<file path="config.mk">
export PLATFORM = sky130hd
export DESIGN_NAME = xor_basis_rank
export DESIGN_NICKNAME = d
export VERILOG_FILES = /design/src/xbr_pkg.sv /design/src/xbr_cell.sv /design/src/xor_basis_rank.sv
export VERILOG_INCLUDE_DIRS = /design/src /design/src/src
export SDC_FILE = /design/constraint.sdc
export NUM_CORES = 2
export LEC_CHECK = 0
export BUFFER_PORTS_ARGS = -buffer_cell sky130_fd_sc_hd__buf_2
export CAP_MARGIN = 20
export CORE_MARGIN = 5
export CORE_UTILIZATION = 23
export DETAILED_ROUTE_END_ITERATION = 8
export HOLD_SLACK_MARGIN = 0.12
export PLACE_DENSITY = 0.45
export SETUP_SLACK_MARGIN = 0.02
export SLEW_MARGIN = 20
export SYNTH_ARGS = -nofsm -noshare
export SYNTH_HDL_FRONTEND = slang
export SYNTH_HIERARCHICAL = 1
export SYNTH_SLANG_ARGS = --single-unit
</file>
<file path="constraint.sdc">
create_clock -name clk -period 36.2 [get_ports clk]
set_clock_uncertainty 0.2 [all_clocks]
set_input_delay 3.62 -clock clk [delete_from_list [all_inputs] [get_ports clk]]
set_output_delay 3.62 -clock clk [all_outputs]
set_load 0.005 [all_outputs]
</file>
<file path="src/xor_basis_rank_macros.svh">
// ---------------------------------------------------------------------------
// xor_basis_rank_macros.svh
// Assertion macros used by the xor_basis_rank RTL.
// ---------------------------------------------------------------------------
`ifndef XOR_BASIS_RANK_MACROS_SVH
`define XOR_BASIS_RANK_MACROS_SVH

// Same-cycle implication, checked out of reset
`define XBR_ASSERT_NOW(label, ante, cons) \
    label: assert property (@(posedge clk) disable iff (!rst_n) (ante) |-> (cons)) \
        else $error("xor_basis_rank: assertion failed");

// Next-cycle implication, checked out of reset
`define XBR_ASSERT_NEXT(label, ante, cons) \
    label: assert property (@(posedge clk) disable iff (!rst_n) (ante) |=> (cons)) \
        else $error("xor_basis_rank: assertion failed");

`endif

</file>
<file path="src/xbr_pkg.sv">
// ---------------------------------------------------------------------------
// xbr_pkg
// Types and constants for the GF(2) basis rank block.
// ---------------------------------------------------------------------------
package xbr_pkg;

    // Field widths of the result transaction
    localparam int RANK_W  = 6;
    localparam int COUNT_W = 33;
    localparam int VALUE_W = 32;

    // Rank can never exceed the input word width
    localparam logic [RANK_W-1:0] RANK_MAX = 6'd32;

    // Control that travels down the cell chain next to the word
    typedef struct packed {
        logic valid;     // a word occupies this slot
        logic last;      // word closes its set
        logic inserted;  // word already became a basis vector
    } xbr_flags_t;

endpackage

</file>
<file path="src/xbr_cell.sv">
// ---------------------------------------------------------------------------
// xbr_cell
// One chain cell: owns the basis vector whose leading bit is BIT.
// ---------------------------------------------------------------------------
module xbr_cell #(
    parameter int WORD_BITS = 32,
    parameter int BIT       = 31
) (
    input  logic                    clk,
    input  logic                    rst_n,
    input  logic                    advance,
    input  logic [WORD_BITS-1:0]    word_in,
    input  xbr_pkg::xbr_flags_t     flags_in,
    output logic [WORD_BITS-1:0]    word_out,
    output xbr_pkg::xbr_flags_t     flags_out
);
    import xbr_pkg::*;

    logic [WORD_BITS-1:0] vec_reg;
    logic [WORD_BITS-1:0] vec_next;
    logic                 present_reg;
    logic                 present_next;
    logic [WORD_BITS-1:0] word_reg;
    logic [WORD_BITS-1:0] word_next;
    xbr_flags_t           flags_reg;
    xbr_flags_t           flags_next;

    // Reduce against the stored vector or take the word as the new one
    always_comb
    begin
        vec_next     = vec_reg;
        present_next = present_reg;
        word_next    = word_in;
        flags_next   = flags_in;
        if (flags_in.valid && !flags_in.inserted && word_in[BIT])
        begin
            if (present_reg)
            begin
                word_next = word_in ^ vec_reg;
            end
            else
            begin
                vec_next            = word_in;
                present_next        = 1'b1;
                flags_next.inserted = 1'b1;
            end
        end
        // End of set: this cell returns to empty once the word has passed
        if (flags_in.valid && flags_in.last)
        begin
            present_next = 1'b0;
        end
    end

    // Control state
    always_ff @(posedge clk or negedge rst_n)
    begin
        if (!rst_n)
        begin
            present_reg <= 1'b0;
            flags_reg   <= '0;
        end
        else if (advance)
        begin
            present_reg <= present_next;
            flags_reg   <= flags_next;
        end
    end

    // Payload, no reset; vector is read only while present
    always_ff @(posedge clk)
    begin
        if (advance)
        begin
            vec_reg  <= vec_next;
            word_reg <= word_next;
        end
    end

    assign word_out  = word_reg;
    assign flags_out = flags_reg;

endmodule

</file>
<file path="src/xor_basis_rank.sv">
// ---------------------------------------------------------------------------
// xor_basis_rank
// Streaming GF(2) linear basis: rank and 2^rank for each word of a set.
// ---------------------------------------------------------------------------
//  channel | signals                              | direction
//  --------+--------------------------------------+----------
//  in      | in_valid/in_ready, value, last_of_set | sink
//  out     | out_valid/out_ready, rank,            | source
//          | distinct_xor_count, set_done          |
//
// One transaction per cycle sustained while the output is not stalled; the path is
// the chain of WORD_BITS cells, one per leading bit, plus the output register.
// Reset empties every cell and the running rank; no clearing pass is needed.
// A stalled output freezes the whole chain; in_ready follows that stall.
// last_of_set empties each cell as the flagged word leaves it.
// ---------------------------------------------------------------------------
`include "xor_basis_rank_macros.svh"

module xor_basis_rank #(
    parameter int WORD_BITS = 32
) (
    input  logic                         clk,
    input  logic                         rst_n,
    input  logic                         in_valid,
    output logic                         in_ready,
    input  logic [xbr_pkg::VALUE_W-1:0]  value,
    input  logic                         last_of_set,
    output logic                         out_valid,
    input  logic                         out_ready,
    output logic [xbr_pkg::RANK_W-1:0]   rank,
    output logic [xbr_pkg::COUNT_W-1:0]  distinct_xor_count,
    output logic                         set_done
);
    import xbr_pkg::*;

    logic [WORD_BITS-1:0] word_chain [0:WORD_BITS];
    xbr_flags_t           flags_chain [0:WORD_BITS];
    logic                 advance;
    logic                 load;

    logic                 out_valid_reg;
    logic                 out_valid_next;
    logic [RANK_W-1:0]    rank_reg;
    logic [RANK_W-1:0]    rank_next;
    logic [RANK_W-1:0]    rank_new;
    logic [RANK_W-1:0]    rank_out_reg;
    logic [COUNT_W-1:0]   count_out_reg;
    logic                 done_out_reg;

    // Whole chain moves when the output register can take a word
    assign advance  = !out_valid_reg || out_ready;
    assign in_ready = advance;

    // Fit the input word to the chain width
    generate
        if (WORD_BITS > VALUE_W)
        begin : g_wide
            assign word_chain[0] = {{(WORD_BITS-VALUE_W){1'b0}}, value};
        end
        else
        begin : g_narrow
            assign word_chain[0] = value[WORD_BITS-1:0];
        end
    endgenerate

    // Control entering the first cell
    assign flags_chain[0] = '{valid: in_valid, last: last_of_set, inserted: 1'b0};

    // Cell chain, highest leading bit first
    generate
        for (genvar i = 0; i < WORD_BITS; i++)
        begin : g_cell
            xbr_cell #(
                .WORD_BITS (WORD_BITS),
                .BIT       (WORD_BITS - 1 - i)
            ) u_cell (
                .clk       (clk),
                .rst_n     (rst_n),
                .advance   (advance),
                .word_in   (word_chain[i]),
                .flags_in  (flags_chain[i]),
                .word_out  (word_chain[i+1]),
                .flags_out (flags_chain[i+1])
            );
        end
    endgenerate

    // Running rank and output register
    assign load     = advance && flags_chain[WORD_BITS].valid;
    assign rank_new = rank_reg + {{(RANK_W-1){1'b0}}, flags_chain[WORD_BITS].inserted};

    always_comb
    begin
        rank_next      = rank_reg;
        out_valid_next = out_valid_reg;
        if (load)
        begin
            rank_next      = flags_chain[WORD_BITS].last ? '0 : rank_new;
            out_valid_next = 1'b1;
        end
        else if (out_ready)
        begin
            out_valid_next = 1'b0;
        end
    end

    always_ff @(posedge clk or negedge rst_n)
    begin
        if (!rst_n)
        begin
            out_valid_reg <= 1'b0;
            rank_reg      <= '0;
        end
        else
        begin
            out_valid_reg <= out_valid_next;
            rank_reg      <= rank_next;
        end
    end

    always_ff @(posedge clk)
    begin
        if (load)
        begin
            rank_out_reg  <= rank_new;
            count_out_reg <= {{(COUNT_W-1){1'b0}}, 1'b1} << rank_new;
            done_out_reg  <= flags_chain[WORD_BITS].last;
        end
    end

    assign out_valid          = out_valid_reg;
    assign rank               = rank_out_reg;
    assign distinct_xor_count = count_out_reg;
    assign set_done           = done_out_reg;

    // Checks
    `XBR_ASSERT_NOW(a_count_onehot, out_valid, $onehot(distinct_xor_count))
    `XBR_ASSERT_NOW(a_rank_bound, out_valid, rank <= RANK_MAX)
    `XBR_ASSERT_NEXT(a_rank_clear, load && flags_chain[WORD_BITS].last, rank_reg == '0)
    `XBR_ASSERT_NEXT(a_rank_carry, load && !flags_chain[WORD_BITS].last, rank_reg == rank)

endmodule
</file>
---- Yosys cells after proc, flatten, opt, wreduce, memory -nomap -nowiden ----
Index checks and enable logic that the tools add are counted.
word-level totals
  bits of input ports ..................... 37
  bits in registers ....................... 1167
  logic and storage cells ................. 677
operators by class
  shift operators ......................... 1
  bitwise operators ....................... 62
  reductions and logical operators ........ 225
  add/subtract/negate cells ............... 1
  multiplexer cells ....................... 193
operators by type and width
  operator                                          count
  two-way mux 1 bit                                 132
  logical AND 1 bit                                 96
  AND reduction 3 bit                               31
  nonzero test 2 bit                                33
  AND reduction 2 bit                               32
  two-way mux 31 bit                                2
  two-way mux 30 bit                                2
  two-way mux 29 bit                                2
  two-way mux 28 bit                                2
  two-way mux 27 bit                                2
  two-way mux 26 bit                                2
  two-way mux 25 bit                                2
  two-way mux 24 bit                                2
  two-way mux 23 bit                                2
  two-way mux 22 bit                                2
  two-way mux 21 bit                                2
  two-way mux 20 bit                                2
  two-way mux 19 bit                                2
  two-way mux 18 bit                                2
  two-way mux 17 bit                                2
  << shifter 1 x 6 -> 33 bit, first input constant  1
  zero test 1 bit                                   32
  two-way mux 16 bit                                2
  NOT 1 bit                                         31
  47 further kinds                                  62

---- Depth between registers and ports, before layout ----
  depth in word-level cells ............... 5
  gate-level depth with buffers ........... 8

---- By module ----
Netlist, hierarchy kept.
modules (own cells, without submodules)
  module                            sequential area each (um2)  times used  cells an instance  area each (um2)
  xbr_cell (g_cell[19].u_cell ...)  2021.9                      15          147                2582.5
  xbr_cell (g_cell[10].u_cell ...)  2021.9                      14          148                2606.2
  xbr_cell (g_cell[0].u_cell ...)   2021.9                      2           146                2583.7
  xbr_cell (g_cell[3].u_cell)       2021.9                      1           146                2523.7
  xor_basis_rank                    1376.3                      1           151                2062.0

---- Least setup slack after synthesis ----
Ideal clock, no wire load.
  path type ............................... input to register
  start point ............................. input out_ready
  end point ............................... register count_out_reg[0] (netlist: distinct_xor_count[0]), enable pin
  path slack .............................. -2.211 ns
  setup time .............................. 0.410 ns
  stages on the path ...................... 3
  arrival time ............................ 37.802 ns
  path through ............................ nand2b_1 > nand2_1 > inv_1
between the ends
  cells in the longest elaborated chain, start to end .. 2
RTL lines
  item                    RTL line               text
  start: declaration      xor_basis_rank.sv:29   input logic out_ready,
  logical OR 1 bit        xor_basis_rank.sv:51   assign advance = !out_valid_reg || out_ready;
  logical AND 1 bit       xor_basis_rank.sv:89   assign load = advance && flags_chain[WORD_BITS].valid;
  named net load          xor_basis_rank.sv:39   logic load;
  end signal: assignment  xor_basis_rank.sv:126  count_out_reg <= {{(COUNT_W-1){1'b0}}, 1'b1} << rank_new;
  end: declaration        xor_basis_rank.sv:47   logic [COUNT_W-1:0] count_out_reg;
The timed path passes the listed nets, and every way through them passes these cells.
A chain may end at the register's enable or synchronous reset.

---- Worst setup path after layout ----
  start point ............................. input out_ready
  end point ............................... output in_ready
between the ends
  cells in the longest elaborated chain, start to end .. 1
RTL lines
  item              RTL line              text
  logical OR 1 bit  xor_basis_rank.sv:51
  end: declaration  xor_basis_rank.sv:25  output logic in_ready,
Every way passes these cells.

==> flow_summary.toml <==
[clock_network]
cts_tree = "done"
clk_path_buf_depth = 3
post_cts_buffers = 0
holdBufCountCts = 0
numCtsBuffers = 121
htree_levels = 3
cts_resized = 0
path_clk_slew_ns = 0.06
clk_latency_ns = 0.72
root_buffer = "clkbuf_16"
cts.sinks = 1167

[worst_hold_path]
hold_class = "flip-flop to flip-flop"
holdPathEnd = "g_cell[18].u_cell/vec_reg[2]$_DFFE_PP_"
min_from = "g_cell[17].u_cell/word_out[2]$_DFFE_PP_"
whs_path_depth = 0

[place]
gp_congestion = 0.6512
hpwlAfterDp_um = 39600
port_buffers = 78

[die]
row_count = 164
die_w_um = 456.9
core_mm2 = 0.1992
die-area_mm2 = 0.2088
initial_core_util_pct = 23.06
die_h_um = 456.9
boundaryPins = 79

[pwr]
p_total_mw = 3.807
irDropWorstVdd_mv = 0.04154
power_density_mw_per_mm2 = 72.53
p_leak_nw = 16.96

[layout]
fin_nets = 2881
fill_cells = 20190
drive_gt1_share_pct = 23.14
regArea_mm2 = 0.03437
multiInputGateArea_mm2 = 0.01015
syn2layout_area_growth_pct = 14.24

[worst_setup_path]
crit_required_ns = 32.38
crit_top_cell = "buf_2"
cp_max_fo = 4
crit_chain = "buf_2 -> nand2b_4 -> buf_2"
reg2reg_slack_ns = 31.40
worstPathArrival_ns = 4.08
reg2reg_from = "out_valid$_DFFE_PN0P_"
path_class = "input pin to output port"
end_kind = "output port"
slowest_stage = "nand2b_4"
worst_path_largest_cell_delay_ns = 0.19
rr_worst_depth = 8
crit_family = "buffers and inverters"
cp-start-kind = "input pin"
cp.depth = 3
crit_buf_inv = 2
reg2reg_to = "g_cell[0].u_cell/vec_reg[4]$_DFFE_PP_"

[routing]
drtAntennaViolNets = 0
vias_per_cell = 3.564
drtIter0Drc = 961
drt_first_pass_iters = 4
vias = 19960
routed_wl_um = 65220
detail_route.wl_per_cell_um = 11.64
drc = 0

[timing]
setup_viol = 0
maxSlewHeadroom_pct = 31.74
max_freq_ghz = 0.1266
final_hold_viol_count = 0
fin_crit_sh_pct = 21.83
finalMaxSlewViolations = 0
layout_min_cycle_time_ns = 7.902
rsz0062_at_grt = "no"
tightest_slew_ns = 1.023
finalSetupTns_ns = 0

[global_routing]
antenna_found_initial = 1
grt_usage_pct = 6.230
grt_pass1_wl_um = 109800
grt_max_degree = 177
grt_pass1_vias = 20930
grt_overflow = 0

[logic_synthesis]
syn_area_mm2 = 0.04594
syn_inst = 2718
ys_warn_count = 6
avgSynthCellArea_um2 = 16.90

[outcome]
status = "finished, final reports clean"

[flow_run]
drv_cap = 0
layout make-up:
cell class	instances	share of cell area [%]
inverters	51	0.3647
well taps	2656	6.332
multi-input cells	1387	19.33
flip-flops and latches	1167	65.48
clock inverters	48	0.7199
diodes	3	0.01430
repair buffers	113	1.335
clock buffers	177	6.422
through the flow:
stage | hold WS, ns | cell area [um^2] | utilization (%) | instances | worst slack [ns]
6_report | 0.2542 | 52490 | 26.34 | 5602 | 28.30
5_1_grt | 0.2616 | 52490 | 26.34 | 5602 | 28.27
4_1_cts | 0.2526 | 52460 | 26.33 | 5598 | 28.26
3_5_place_dp | 0.2572 | 48710 | 24.45 | 5373 | 27.92
3_3_place_gp | 0.2532 | 48710 | 24.45 | 5373 | 27.92
2_1_floorplan | 0.2420 | 45950 | - | 2720 | 13.35
report_power, final:
part / internal, mW / switching (mW) / leakage [nW] / total [mW]
Sequential: 1.96 / 0.235 / 11.4 / 2.19
Combinational: 0.226 / 0.226 / 3.73 / 0.452
Clock: 0.659 / 0.505 / 1.82 / 1.16
Total: 2.84 / 0.966 / 17.0 / 3.81
worst max-delay path by stage:
stage | start | to | slack [ns]
5_1_grt | out_ready | in_ready | 28.27
4_1_cts | out_ready | in_ready | 28.26
3_5_place_dp | out_ready | g_cell[1].u_cell/vec_reg[4]$_DFFE_PP_ | 27.92
3_3_place_gp | out_ready | g_cell[0].u_cell/vec_reg[4]$_DFFE_PP_ | 27.92
2_1_floorplan | out_ready | distinct_xor_count[0]$_SDFFCE_PP0P_ | 13.35
6_report | out_ready | in_ready | 28.30
routing by layer:
layer	part of all wire (%)	routed length (um)	global-route usage, %
met3	4.3	2827	1.699
met2	50	32290	10.87
met1	43	28330	7.429
met5	0	0	0
met4	2.7	1768	2.042
cell usage in the layout, fill, tap and decap left out, types with 14 or more instances in the layout:
cell type and count:
nand4_1 16, nor3_1 36, and4b_1 27, mux2_2 64, buf_2 77, a41oi_1 14
xnor2_1 455, edfxtp_1 1032, clkbuf_16 123, a32oi_1 18, nand3b_1 15, nand2_2 273
xnor2_2 42, nand3_1 32, a31oi_1 46, inv_1 50, nor2_1 48, clkinv_1 25
nand2_1 235, buf_4 31, dfrtp_1 135, clkbuf_1 45
No activity file was read; power rests on OpenSTA's default activity.
